[src/rtl/core/nvc_pkg.sv]
// ----------------------------------------------------------------------------
// nvc_pkg
// Shared types and constants for the normalized deviation compare core.
// ----------------------------------------------------------------------------
package nvc_pkg;

  // Fixed field and sum widths
  localparam int SAMPLE_PORT_W = 16;
  localparam int DIFF_SUM_W    = 43;
  localparam int MODEL_SUM_W   = 41;
  localparam int RESULT_W      = 16;

  // Saturation caps of the two sums
  localparam logic [DIFF_SUM_W-1:0]  DIFF_CAP  = '1;
  localparam logic [MODEL_SUM_W-1:0] MODEL_CAP = '1;

  // Search range: the result is searched in 0 .. 65536, 65536 meaning "too large"
  localparam int SEARCH_W = RESULT_W + 1;
  localparam logic [SEARCH_W-1:0] SEARCH_HI  = SEARCH_W'(1) << RESULT_W;
  localparam logic [RESULT_W-1:0] RESULT_MAX = '1;

  // 4 * 10000^2, the scaled right-hand side factor of the search compare
  localparam int SCALE4_W = 29;
  localparam logic [SCALE4_W-1:0] SCALE4 = 29'd400000000;

  // Sums of one finished vector, handed from front to back
  typedef struct packed {
    logic                   overflow;
    logic [MODEL_SUM_W-1:0] model_sum;
    logic [DIFF_SUM_W-1:0]  diff_sum;
  } nvc_sums_t;

endpackage

[src/rtl/core/nvc_front.sv]
// ----------------------------------------------------------------------------
// nvc_front
// Accepts sample pairs, squares them and keeps two saturating sums; on the
// last pair of a vector pushes the sums into the queue and clears them.
// ----------------------------------------------------------------------------
module nvc_front
  import nvc_pkg::*;
#(
  parameter int SAMPLE_BITS = 16
) (
  input  logic                            clk,
  input  logic                            rst,
  input  logic                            in_valid,
  output logic                            in_ready,
  input  logic signed [SAMPLE_PORT_W-1:0] target_sample,
  input  logic signed [SAMPLE_PORT_W-1:0] model_sample,
  input  logic                            last_sample,
  input  logic                            q_full,
  output logic                            q_push,
  output nvc_sums_t                       q_push_data
);

  localparam int RAW_W = (SAMPLE_BITS > SAMPLE_PORT_W) ? SAMPLE_BITS : SAMPLE_PORT_W;
  localparam int SQ_W  = 2 * SAMPLE_BITS;
  localparam int DW    = ((DIFF_SUM_W > SQ_W) ? DIFF_SUM_W : SQ_W) + 1;
  localparam int MW    = ((MODEL_SUM_W > SQ_W) ? MODEL_SUM_W : SQ_W) + 1;

  logic [RAW_W-1:0]         t_raw;
  logic [RAW_W-1:0]         m_raw;
  logic signed [SAMPLE_BITS:0] t_x;
  logic signed [SAMPLE_BITS:0] m_x;
  logic signed [SAMPLE_BITS:0] d_x;
  logic [SAMPLE_BITS:0]     d_abs;
  logic [SAMPLE_BITS:0]     m_abs;
  logic [SAMPLE_BITS-1:0]   d_mag;
  logic [SAMPLE_BITS-1:0]   m_mag;

  logic                     s1_valid;
  logic                     s1_last;
  logic [SQ_W-1:0]          s1_dsq;
  logic [SQ_W-1:0]          s1_msq;

  logic [DIFF_SUM_W-1:0]    diff_sum;
  logic [MODEL_SUM_W-1:0]   model_sum;
  logic                     sum_ovf;

  logic [DW-1:0]            d_tot;
  logic [MW-1:0]            m_tot;
  logic                     d_sat;
  logic                     m_sat;
  logic [DIFF_SUM_W-1:0]    diff_sum_next;
  logic [MODEL_SUM_W-1:0]   model_sum_next;
  logic                     sum_ovf_next;
  logic                     acc_step;

  // Take the low SAMPLE_BITS bits of each sample as two's complement
  assign t_raw = RAW_W'($unsigned(target_sample));
  assign m_raw = RAW_W'($unsigned(model_sample));
  assign t_x   = {t_raw[SAMPLE_BITS-1], t_raw[SAMPLE_BITS-1:0]};
  assign m_x   = {m_raw[SAMPLE_BITS-1], m_raw[SAMPLE_BITS-1:0]};
  assign d_x   = t_x - m_x;

  // Magnitudes fit in SAMPLE_BITS bits
  assign d_abs = d_x[SAMPLE_BITS] ? $unsigned(-d_x) : $unsigned(d_x);
  assign m_abs = m_x[SAMPLE_BITS] ? $unsigned(-m_x) : $unsigned(m_x);
  assign d_mag = d_abs[SAMPLE_BITS-1:0];
  assign m_mag = m_abs[SAMPLE_BITS-1:0];

  // Advance the accumulate stage; a last pair waits for a queue slot
  assign acc_step = s1_valid && (!s1_last || !q_full);
  assign in_ready = !s1_valid || acc_step;

  // Square stage
  always_ff @(posedge clk) begin
    if (rst) begin
      s1_valid <= 1'b0;
    end else if (in_ready) begin
      s1_valid <= in_valid;
    end
  end

  always_ff @(posedge clk) begin
    if (in_ready && in_valid) begin
      s1_last <= last_sample;
      s1_dsq  <= d_mag * d_mag;
      s1_msq  <= m_mag * m_mag;
    end
  end

  // Saturating add of both squares
  always_comb begin
    d_tot          = DW'(diff_sum) + DW'(s1_dsq);
    m_tot          = MW'(model_sum) + MW'(s1_msq);
    d_sat          = d_tot > DW'(DIFF_CAP);
    m_sat          = m_tot > MW'(MODEL_CAP);
    diff_sum_next  = d_sat ? DIFF_CAP : d_tot[DIFF_SUM_W-1:0];
    model_sum_next = m_sat ? MODEL_CAP : m_tot[MODEL_SUM_W-1:0];
    sum_ovf_next   = sum_ovf || d_sat || m_sat;
  end

  // Hand off the finished vector
  assign q_push                = acc_step && s1_last;
  assign q_push_data.overflow  = sum_ovf_next;
  assign q_push_data.model_sum = model_sum_next;
  assign q_push_data.diff_sum  = diff_sum_next;

  // Accumulate, clear after the last pair
  always_ff @(posedge clk) begin
    if (rst) begin
      diff_sum  <= '0;
      model_sum <= '0;
      sum_ovf   <= 1'b0;
    end else if (acc_step) begin
      if (s1_last) begin
        diff_sum  <= '0;
        model_sum <= '0;
        sum_ovf   <= 1'b0;
      end else begin
        diff_sum  <= diff_sum_next;
        model_sum <= model_sum_next;
        sum_ovf   <= sum_ovf_next;
      end
    end
  end

  // Sums start over after each vector
  a_clear_after_push: assert property (@(posedge clk) disable iff (rst)
    q_push |=> (diff_sum == '0 && model_sum == '0 && !sum_ovf))
    else $error("sums not cleared after vector hand-off");

endmodule

[src/rtl/core/nvc_queue.sv]
// ----------------------------------------------------------------------------
// nvc_queue
// Short queue of finished vector sums between front and back; read data is
// registered and valid in the cycle after a pop.
// ----------------------------------------------------------------------------
module nvc_queue
  import nvc_pkg::*;
#(
  parameter int DEPTH = 4
) (
  input  logic      clk,
  input  logic      rst,
  input  logic      push,
  input  nvc_sums_t push_data,
  input  logic      pop,
  output nvc_sums_t rd_data,
  output logic      full,
  output logic      empty
);

  localparam int PTR_W = (DEPTH > 1) ? $clog2(DEPTH) : 1;
  localparam int CNT_W = $clog2(DEPTH + 1);

  nvc_sums_t        mem [DEPTH];
  logic [PTR_W-1:0] wr_ptr;
  logic [PTR_W-1:0] rd_ptr;
  logic [CNT_W-1:0] count;

  assign full  = count == CNT_W'(DEPTH);
  assign empty = count == '0;

  // Pointer wrap helper
  function automatic logic [PTR_W-1:0] ptr_inc(input logic [PTR_W-1:0] p);
    if (p == PTR_W'(DEPTH - 1)) begin
      return '0;
    end
    return p + PTR_W'(1);
  endfunction

  // Write side
  always_ff @(posedge clk) begin
    if (push) begin
      mem[wr_ptr] <= push_data;
    end
  end

  // Registered read
  always_ff @(posedge clk) begin
    if (pop) begin
      rd_data <= mem[rd_ptr];
    end
  end

  // Track pointers and fill level
  always_ff @(posedge clk) begin
    if (rst) begin
      wr_ptr <= '0;
      rd_ptr <= '0;
      count  <= '0;
    end else begin
      if (push) begin
        wr_ptr <= ptr_inc(wr_ptr);
      end
      if (pop) begin
        rd_ptr <= ptr_inc(rd_ptr);
      end
      if (push && !pop) begin
        count <= count + CNT_W'(1);
      end else if (pop && !push) begin
        count <= count - CNT_W'(1);
      end
    end
  end

  a_no_overrun: assert property (@(posedge clk) disable iff (rst)
    !(push && full) && !(pop && empty))
    else $error("queue pushed when full or popped when empty");

  a_level_bound: assert property (@(posedge clk) disable iff (rst)
    count <= CNT_W'(DEPTH))
    else $error("queue level beyond depth");

endmodule

[src/rtl/core/nvc_back.sv]
// ----------------------------------------------------------------------------
// nvc_back
// Pops vector sums and finds round_half_up(10000*sqrt(E/J)) by a binary search
// of up to 17 steps; each step tests (2n-1)^2 * J <= 4e8 * E on one shared
// 34x22 multiplier, two partial products per wide product.
// ----------------------------------------------------------------------------
module nvc_back
  import nvc_pkg::*;
(
  input  logic                clk,
  input  logic                rst,
  input  logic                q_empty,
  output logic                q_pop,
  input  nvc_sums_t           q_rd_data,
  output logic                out_valid,
  input  logic                out_ready,
  output logic [RESULT_W-1:0] nrmsd_e4,
  output logic                saturated,
  output logic                zero_reference
);

  localparam int LO_W   = 22;
  localparam int OSQ_W  = 2 * SEARCH_W;
  localparam int PROD_W = OSQ_W + LO_W;
  localparam int ACC_W  = PROD_W + LO_W;

  typedef enum logic [8:0] {
    ST_IDLE = 9'b000000001,
    ST_LOAD = 9'b000000010,
    ST_RHS0 = 9'b000000100,
    ST_RHS1 = 9'b000001000,
    ST_SQ   = 9'b000010000,
    ST_MUL0 = 9'b000100000,
    ST_MUL1 = 9'b001000000,
    ST_CMP  = 9'b010000000,
    ST_FIN  = 9'b100000000
  } nvc_back_state_t;

  nvc_back_state_t       state;
  nvc_back_state_t       state_next;

  logic [DIFF_SUM_W-1:0]  e_sum;
  logic [MODEL_SUM_W-1:0] j_sum;
  logic                   ovf;
  logic [SEARCH_W-1:0]    lo;
  logic [SEARCH_W-1:0]    hi;
  logic [SEARCH_W-1:0]    mid;
  logic [OSQ_W-1:0]       odd_sq;
  logic [ACC_W-1:0]       acc;
  logic [ACC_W-1:0]       rhs;
  logic [RESULT_W-1:0]    res;
  logic                   res_sat;
  logic                   res_zero;

  logic [SEARCH_W:0]      mid_sum;
  logic [SEARCH_W-1:0]    mid_next;
  logic [SEARCH_W-1:0]    odd;
  logic [OSQ_W-1:0]       mul_a;
  logic [LO_W-1:0]        mul_b;
  logic [PROD_W-1:0]      prod;
  logic [ACC_W-1:0]       acc_hi_sum;
  logic                   hit;
  logic [SEARCH_W-1:0]    lo_next;
  logic [SEARCH_W-1:0]    hi_next;
  logic                   out_free;

  // Next probe and its odd factor 2n-1
  assign mid_sum  = (SEARCH_W + 1)'(lo) + (SEARCH_W + 1)'(hi) + (SEARCH_W + 1)'(1);
  assign mid_next = mid_sum[SEARCH_W:1];
  assign odd      = {mid_next[SEARCH_W-2:0], 1'b0} - SEARCH_W'(1);

  // Shared multiplier operands
  always_comb begin
    mul_a = odd_sq;
    mul_b = j_sum[LO_W-1:0];
    case (state)
      ST_RHS0: begin
        mul_a = OSQ_W'(SCALE4);
        mul_b = e_sum[LO_W-1:0];
      end
      ST_RHS1: begin
        mul_a = OSQ_W'(SCALE4);
        mul_b = LO_W'(e_sum[DIFF_SUM_W-1:LO_W]);
      end
      ST_MUL1: begin
        mul_b = LO_W'(j_sum[MODEL_SUM_W-1:LO_W]);
      end
      default: begin
        mul_b = j_sum[LO_W-1:0];
      end
    endcase
  end

  assign prod       = mul_a * mul_b;
  assign acc_hi_sum = acc + (ACC_W'(prod) << LO_W);

  // Search step outcome
  assign hit     = acc <= rhs;
  assign lo_next = hit ? mid : lo;
  assign hi_next = hit ? hi : mid - SEARCH_W'(1);

  assign out_free = !out_valid || out_ready;
  assign q_pop    = (state == ST_IDLE) && !q_empty;

  // Sequencer
  always_comb begin
    state_next = state;
    case (state)
      ST_IDLE: if (!q_empty) state_next = ST_LOAD;
      ST_LOAD: state_next = (q_rd_data.model_sum == '0) ? ST_FIN : ST_RHS0;
      ST_RHS0: state_next = ST_RHS1;
      ST_RHS1: state_next = ST_SQ;
      ST_SQ:   state_next = ST_MUL0;
      ST_MUL0: state_next = ST_MUL1;
      ST_MUL1: state_next = ST_CMP;
      ST_CMP:  state_next = (lo_next < hi_next) ? ST_SQ : ST_FIN;
      ST_FIN:  if (out_free) state_next = ST_IDLE;
      default: state_next = ST_IDLE;
    endcase
  end

  always_ff @(posedge clk) begin
    if (rst) begin
      state <= ST_IDLE;
    end else begin
      state <= state_next;
    end
  end

  // Datapath registers
  always_ff @(posedge clk) begin
    case (state)
      ST_LOAD: begin
        e_sum    <= q_rd_data.diff_sum;
        j_sum    <= q_rd_data.model_sum;
        ovf      <= q_rd_data.overflow;
        lo       <= '0;
        hi       <= SEARCH_HI;
        res      <= '0;
        res_sat  <= q_rd_data.overflow;
        res_zero <= q_rd_data.model_sum == '0;
      end
      ST_RHS0: acc <= ACC_W'(prod);
      ST_RHS1: rhs <= acc_hi_sum;
      ST_SQ: begin
        mid    <= mid_next;
        odd_sq <= odd * odd;
      end
      ST_MUL0: acc <= ACC_W'(prod);
      ST_MUL1: acc <= acc_hi_sum;
      ST_CMP: begin
        lo <= lo_next;
        hi <= hi_next;
        if (lo_next[RESULT_W]) begin
          res     <= RESULT_MAX;
          res_sat <= 1'b1;
        end else begin
          res     <= lo_next[RESULT_W-1:0];
          res_sat <= ovf;
        end
      end
      default: begin
        acc <= acc;
      end
    endcase
  end

  // Output register
  always_ff @(posedge clk) begin
    if (rst) begin
      out_valid <= 1'b0;
    end else if (state == ST_FIN && out_free) begin
      out_valid <= 1'b1;
    end else if (out_ready) begin
      out_valid <= 1'b0;
    end
  end

  always_ff @(posedge clk) begin
    if (state == ST_FIN && out_free) begin
      nrmsd_e4       <= res;
      saturated      <= res_sat;
      zero_reference <= res_zero;
    end
  end

  a_search_order: assert property (@(posedge clk) disable iff (rst)
    (state == ST_SQ || state == ST_CMP) |-> (lo < hi && hi <= SEARCH_HI))
    else $error("search window out of order");

  a_probe_in_window: assert property (@(posedge clk) disable iff (rst)
    (state == ST_CMP) |-> (mid > lo && mid <= hi))
    else $error("probe outside search window");

  a_zero_ref_result: assert property (@(posedge clk) disable iff (rst)
    (out_valid && zero_reference) |-> (nrmsd_e4 == '0))
    else $error("zero reference result not zero");

endmodule

[src/rtl/core/nrmsd_vector_compare_core.sv]
// ----------------------------------------------------------------------------
// nrmsd_vector_compare_core
// Normalized RMS deviation of paired sample vectors, in units of 0.0001.
//
//   channel  dir  handshake           payload
//   in       in   in_valid/in_ready   target_sample, model_sample, last_sample
//   out      out  out_valid/out_ready nrmsd_e4, saturated, zero_reference
//
// The front takes one sample pair per cycle; squares are registered in the
// square stage and added into the sums in the accumulate stage. The back runs
// up to 17 search steps per vector on its one shared multiplier, each through
// ST_SQ, ST_MUL0, ST_MUL1, ST_CMP. Finished sums wait in a QUEUE_DEPTH-entry queue
// (power of two), so the front stalls only on a last pair while the queue is
// full. Synchronous reset clears sums, queue and sequencer.
// ----------------------------------------------------------------------------
module nrmsd_vector_compare_core
  import nvc_pkg::*;
#(
  parameter int SAMPLE_BITS = 16,
  parameter int QUEUE_DEPTH = 4
) (
  input  logic                            clk,
  input  logic                            rst,
  input  logic                            in_valid,
  output logic                            in_ready,
  input  logic signed [SAMPLE_PORT_W-1:0] target_sample,
  input  logic signed [SAMPLE_PORT_W-1:0] model_sample,
  input  logic                            last_sample,
  output logic                            out_valid,
  input  logic                            out_ready,
  output logic [RESULT_W-1:0]             nrmsd_e4,
  output logic                            saturated,
  output logic                            zero_reference
);

  logic      q_full;
  logic      q_empty;
  logic      q_push;
  logic      q_pop;
  nvc_sums_t q_push_data;
  nvc_sums_t q_rd_data;

  // Accumulate sample pairs
  nvc_front #(
    .SAMPLE_BITS(SAMPLE_BITS)
  ) u_front (
    .clk          (clk),
    .rst          (rst),
    .in_valid     (in_valid),
    .in_ready     (in_ready),
    .target_sample(target_sample),
    .model_sample (model_sample),
    .last_sample  (last_sample),
    .q_full       (q_full),
    .q_push       (q_push),
    .q_push_data  (q_push_data)
  );

  // Buffer finished vectors
  nvc_queue #(
    .DEPTH(QUEUE_DEPTH)
  ) u_queue (
    .clk      (clk),
    .rst      (rst),
    .push     (q_push),
    .push_data(q_push_data),
    .pop      (q_pop),
    .rd_data  (q_rd_data),
    .full     (q_full),
    .empty    (q_empty)
  );

  // Search for the rounded root ratio
  nvc_back u_back (
    .clk           (clk),
    .rst           (rst),
    .q_empty       (q_empty),
    .q_pop         (q_pop),
    .q_rd_data     (q_rd_data),
    .out_valid     (out_valid),
    .out_ready     (out_ready),
    .nrmsd_e4      (nrmsd_e4),
    .saturated     (saturated),
    .zero_reference(zero_reference)
  );

endmodule

[config.mk]
export PLATFORM = sky130hd
export DESIGN_NAME = nrmsd_vector_compare_core
export DESIGN_NICKNAME = d
export VERILOG_FILES = /design/src/rtl/core/nvc_pkg.sv /design/src/rtl/core/nvc_front.sv /design/src/rtl/core/nvc_queue.sv /design/src/rtl/core/nvc_back.sv /design/src/rtl/core/nrmsd_vector_compare_core.sv
export SDC_FILE = /design/constraint.sdc
export NUM_CORES = 2
export LEC_CHECK = 0
export BUFFER_PORTS_ARGS = -buffer_cell sky130_fd_sc_hd__buf_4
export CAP_MARGIN = 0
export CORE_AREA = 8 8 385 387
export DETAILED_ROUTE_END_ITERATION = 12
export DIE_AREA = 0 0 393 395
export PLACE_DENSITY = 0.91
export SLEW_MARGIN = 0
export SYNTH_ARGS = -nofsm -noshare
export SYNTH_HDL_FRONTEND = slang
export SYNTH_SLANG_ARGS = --single-unit
[constraint.sdc]
create_clock -name clk -period 14.1 [get_ports clk]
set_input_delay 0.705 -clock clk [delete_from_list [all_inputs] [get_ports clk]]
set_output_delay 0.705 -clock clk [all_outputs]
set_load 0.03 [all_outputs]
Word-level counts from Yosys, hierarchy flattened
Memories as Yosys holds them, arrays and structs flattened. A register that Yosys moved wholly into a read port is not among the register bits.
Cells that the tools add are included.
{ "classes": {"eq_ne": 14, "muxes": 39, "magnitude_cmp": 4, "addsub": 14, "n_reduce_logical": 28, "mul": 4} }
{ "ops": {"columns": ["operator", "n"], "rows": [
  ["78-bit case mux with 2 select lines", 1],
  ["43-bit 2-to-1 mux", 2],
  ["41-bit 2-to-1 mux", 2],
  ["9-bit case mux with 9 select lines", 1],
  ["78-bit adder", 1],
  ["78-bit less-or-equal comparator", 1],
  ["17-bit case mux with 2 select lines", 2],
  ["22-bit case mux with 3 select lines", 1],
  ["16-bit by 16-bit multiplier with 32-bit output", 2],
  ["34-bit by 22-bit multiplier with 56-bit output", 1],
  ["16-bit 2-to-1 mux", 3],
  ["43-bit by 32-bit adder with 44-bit output", 1],
  ["44-bit by 43-bit greater-than comparator with 1-bit output, second input constant", 1],
  ["41-bit by 32-bit adder with 42-bit output", 1],
  ["42-bit by 41-bit greater-than comparator with 1-bit output, second input constant", 1],
  ["41-bit zero test", 1],
  ["9-bit 2-to-1 mux", 4],
  ["17-bit by 17-bit multiplier with 34-bit output", 1],
  ["17-bit 2-to-1 mux", 2],
  ["34-bit 2-to-1 mux", 1],
  ["17-bit by 1-bit subtractor with 17-bit output, second input constant", 2],
  ["16-bit negation", 2],
  ["16-bit case mux with 2 select lines", 1],
  ["17-bit by 17-bit adder with 18-bit output", 1],
  ["other kinds (30)", 67]
]} }
{ "word_totals": {"ff_bits": 530, "output_inout_bits": 20, "n_memories": 1, "wordCells": 131, "ram_bits": 340} }
{ "memory_table": {"columns": ["name", "words", "width", "read_ports", "rd_clocked_by_memory_dff", "wr", "line_no", "rtl"], "rows": [
  ["u_queue.mem", 4, 85, 1, 1, 1, "nvc_queue.sv:24", "nvc_sums_t mem [DEPTH];"]
]} }

Depth between registers and ports, before layout
{ "depth": {"ltp_word": 9, "mapped_depth": 52, "depth_no_buf": 47} }

Modules after synthesis
From an unflattened synthesis, not the netlist that was laid out.
{ "unflattened": {"cells_unflattened": 8547, "hier_area_um2": 89970.0} }
{ "modules_own_cells": {"columns": ["mod", "seq_area_each_um2", "n_inst", "area_per_inst_um2", "cells_each"], "rows": [
  ["nvc_back", 10950.5, 1, 50528.5, 5215],
  ["nvc_front", 3613.5, 1, 24197.0, 2760],
  ["nvc_queue", 12902.4, 1, 15244.6, 572]
]} }

Worst setup path before layout
Ideal clock, no wire load.
{ "synth_timing": {"path_kind": "reg-to-reg", "from": "register u_back.state[7]", "to": "register u_back.acc[77], data pin", "n_path_buf": 6, "setup_slack_ps": 2539, "arrival_time_ps": 11306, "period_less_slack_ps": 11561, "path_stages_with_launch": 44, "path_cell_list": "dfxtp_1 -> buf_2 -> or4_1 -> or3_1 -> buf_6 -> nor4b_4 -> buf_6 -> buf_4 -> buf_2 -> a221o_1 -> buf_6 -> nand2_1 -> fa_1 -> fa_1 -> fa_1 -> inv_1 -> fa_1 -> fa_1 -> [... 8 more ...] -> a21oi_1 -> o21ai_1 -> a221o_1 -> a311o_1 -> a21boi_0 -> xnor2_1 -> ha_1 -> a21o_1 -> a21o_1 -> a21oi_1 -> o22ai_1 -> a211oi_1 -> o31ai_1 -> o31a_1 -> a41oi_1 -> a21oi_1 -> xnor2_1 -> and2_1"} }
{ "synth_via": {"elab_chain_cells": 6} }
{ "synth_rtl": {"columns": ["element", "line_no", "rtl"], "rows": [
  ["start, declared", "nvc_back.sv:39", "nvc_back_state_t state;"],
  ["start signal, assigned", "nvc_back.sv:126", "state <= state_next;"],
  ["9-bit by 3-bit equality test with 1-bit output / 9-bit by 4-bit equality test with 1-bit output (equally long branches)", "nvc_back.sv:76", "case (state)"],
  ["2-bit OR reduction (no line)", null, null],
  ["34-bit 2-to-1 mux", "nvc_back.sv:76", null],
  ["34-bit by 22-bit multiplier with 56-bit output *", "nvc_back.sv:94", "assign prod = mul_a * mul_b;"],
  ["78-bit adder *", "nvc_back.sv:95", "assign acc_hi_sum = acc + (ACC_W'(prod) << LO_W);"],
  ["via u_back.acc_hi_sum[77]", "nvc_back.sv:61", "logic [ACC_W-1:0] acc_hi_sum;"],
  ["78-bit case mux with 2 select lines *", "nvc_back.sv:132", "case (state)"],
  ["end signal, assigned", "nvc_back.sv:143", "ST_RHS0: acc <= ACC_W'(prod);"],
  ["end signal, assigned", "nvc_back.sv:149", "ST_MUL0: acc <= ACC_W'(prod);"],
  ["end signal, assigned", "nvc_back.sv:150", "ST_MUL1: acc <= acc_hi_sum;"],
  ["end, declared", "nvc_back.sv:49", "logic [ACC_W-1:0] acc;"]
]} }
Mark *: on every way through the listed nets, which the timed path passes. The rest lies on a longest branch.
A chain may end at the register's enable or synchronous reset.

Worst setup path after layout
{ "layout_timing": {"from": "register u_back.state[1]", "to": "register u_back.acc[77], data pin"} }
The elaborated chain is that of the path after synthesis.

==> metrics.txt <==
largest net degree at the start of global routing=87; r2r startpoint=u_back.state[1]; mapped cell area=90270 um2; cts bufs inserted=94; Vias/cell=6.217; DR pass1 iterations=7; status=finished, final reports clean; Mean Syn Cell Area=10.54 um2; postcts setup bufs=0; top-count cell post-synth=inv_1; hold buffers post-CTS=0; Final Hold Fails=0; row cnt=139; CTS HTree Levels=3; Hold EP=u_front.s1_last; CP max FO=38; share of layout cells above drive strength 1=6.714%; vias in the first global route=70.39k; CP arrival=13.86 ns; Via Count=65.46k; Synth Warn #=0; simple-gate area share of the yosys netlist=11.61%; number of synthesized flops with an enable pin=846; Final Critical Period=13.43 ns; CTS root buf=clkbuf_16; # fillers=9931; core area=142300 um2; DRC=0; area of the multi-input gates=55820 um2; Slowest-stage cell, CP=and2_1; min-delay src=last_sample; fraction of registers with async set or reset after synthesis=0%; GRT Overall Usage=31.55%; CTS tree=yes; Worst Setup Start Kind=register; WL final=245300 um; FF+latch count, synth=949; Worst-path clk slew=0.07 ns; initial antenna violation count=6; final setup TNS=0 ns; max_slew headroom=6.177%; dpl hpwl=181400 um; share of the synthesized area in the top cell type=28.14%; nets=10.45k; Fmax=0.07447 GHz; Layout Cells excl Fill=10.53k; DRT iter0 DRCs=6992; die span in y=395 um; CP Capture Type=register; Synth Flop Type=edfxtp_1; PortBufs=56; Final Slew Violations=0; Antenna Nets Post-Route=0; Avg WL per Cell=23.30 um; Reg2Reg Depth=42; crit-path max cell delay=0.85 ns; first-pass GRT wire length=385400 um; Starting Density=63.45%; commonest cells in the netlist=inv_1 (1550), fa_1 (1140), nand2_1 (849), edfxtp_1 (846), ha_1 (726); Final Wtd Congestion=1.027; Post-Synth Adder-Cell Area=35.34%; worst hold path type=in -> reg; die width=393 um; most used cell, CP=fa_1; # setup viols final=0; Max Cap Viol=0; final worst-path cycle share=95.24%; post-synthesis mux area share=2.607%; register area=27470 um2; worst slew pin tran=1.402 ns; RSZ-0062 raised after global routing=false; CTS sink cnt=949; placed instance count=10.35k; worst r2r dst=u_back.acc[77]; worst skew pair latency=0.78 ns; critical path type=reg -> reg; die area=155200 um2; main combinational cell family by area after synthesis=adder cells; post-synthesis sequential area ratio=30.43%; Synth cell types=115; area delta synth->final=6.477%; Post-Synth XOR/XNOR Area=3.310%; area leader, netlist=edfxtp_1; Worst Hold Depth=1; IO Count=57; Worst Skew=0.1193 ns; post-synthesis cell count=8568; CTS resizes=0; Compound-Gate Fraction of Synth Area=8.663%; GR Overflow Total=0; flop2flop setup slack=0.67 ns; clk buf depth=3; critical path required time=14.53 ns; Synth area leaders=edfxtp_1 (28%), fa_1 (25%), ha_1 (10%)
logic make-up (layout without fill, tap and decap cells):
group | count (synthesis) | after routing
compound gates | 1161 | 1161
xor+xnor | 336 | 336
fa+ha+maj | 1866 | 1866
buf+inv | 1873 | 1897
flops | 949 | 949
mux | 125 | 125
other cells | 2 | 36
simple gates | 2256 | 2256
critical path, delay by kind of cell (launching register included):
kind,cells,cell delay (ns)
adders and majority gates,9,4.60
and+or+nand+nor,13,4.27
AOI/OAI and AO/OA,12,2.43
buffers and inverters,6,1.01
xor gates and xnor gates,2,0.37
DFF,1,0.35
how the worst max path moves through the flow:
stage | startpoint | end | slack [ns] | cells past startpoint
2_1_floorplan | u_back.state[7] | u_back.acc[77] | 2.54 | 43
3_3_place_gp | u_back.state[1] | u_back.acc[77] | 1.37 | 44
3_5_place_dp | u_back.state[1] | u_back.acc[77] | 0.91 | 42
4_1_cts | u_back.state[1] | u_back.acc[77] | 0.77 | 42
5_1_grt | u_back.state[1] | u_back.acc[77] | 0.001 | 42
6_report | u_back.state[1] | u_back.acc[77] | 0.67 | 42
layer usage:
metal | vias up | global-route usage [%] | share of wire (%)
met2 | 3945 | 53.47 | 49
met3 | 1162 | 5.990 | 9.2
met1 | 32230 | 38.01 | 35
met4 | 4 | 17.28 | 6.7
li1 | 28120 | - | -
met5 | - | 0 | 0.011
state kept, by name, summed over array words and instances (netlist names), 17 cells and up:
name	count
u_back.e_sum	43
u_back.rhs	78
u_back.acc	78
u_front.model_sum	41
u_front.s1_dsq	31
u_front.diff_sum	43
u_back.odd_sq	31
u_queue.mem	340
u_front.s1_msq	31
u_queue.rd_data	85
u_back.j_sum	41
u_back.lo	17
u_back.hi	17
layout make-up:
class / count / area share [%]
Antenna cell: 2 / 0.005207
Timing Repair Buffer: 151 / 1.179
Multi-Input combinational cell: 5778 / 58.07
Sequential cell: 949 / 28.58
Tap cell: 1903 / 2.477
Inverter: 1571 / 6.138
Clock buffer: 118 / 2.645
Clock inverter: 57 / 0.9034
placed cells by master (no fill, tap or decap), types with 101 or more instances in the layout:
cell type / netlist / routed
nor3_1: 102 / 101
a21oi_1: 310 / 310
ha_1: 726 / 726
nand2_1: 849 / 848
fa_1: 1140 / 1140
a21o_1: 166 / 166
xnor2_1: 246 / 239
inv_1: 1550 / 1548
and2_1: 181 / 180
dfxtp_1: 103 / 101
edfxtp_1: 846 / 846
buf_4: 15 / 151
and3_1: 116 / 111
nor2_1: 597 / 595
o21ai_0: 175 / 174
stage by stage:
step	setup WS (ns)	hold WS, ns	util [%]	cell area (um2)
2_1_floorplan	2.539	0.4003	-	90390
3_3_place_gp	1.373	0.4008	65.16	92700
3_5_place_dp	0.9087	0.4045	65.16	92700
4_1_cts	0.7667	0.06369	67.56	96110
5_1_grt	0.001239	0.08786	67.56	96120
6_report	0.6711	0.1147	67.56	96120
Power is not shown: default switching activity piles up to over one toggle a cycle in this logic, so the estimate is an artifact.
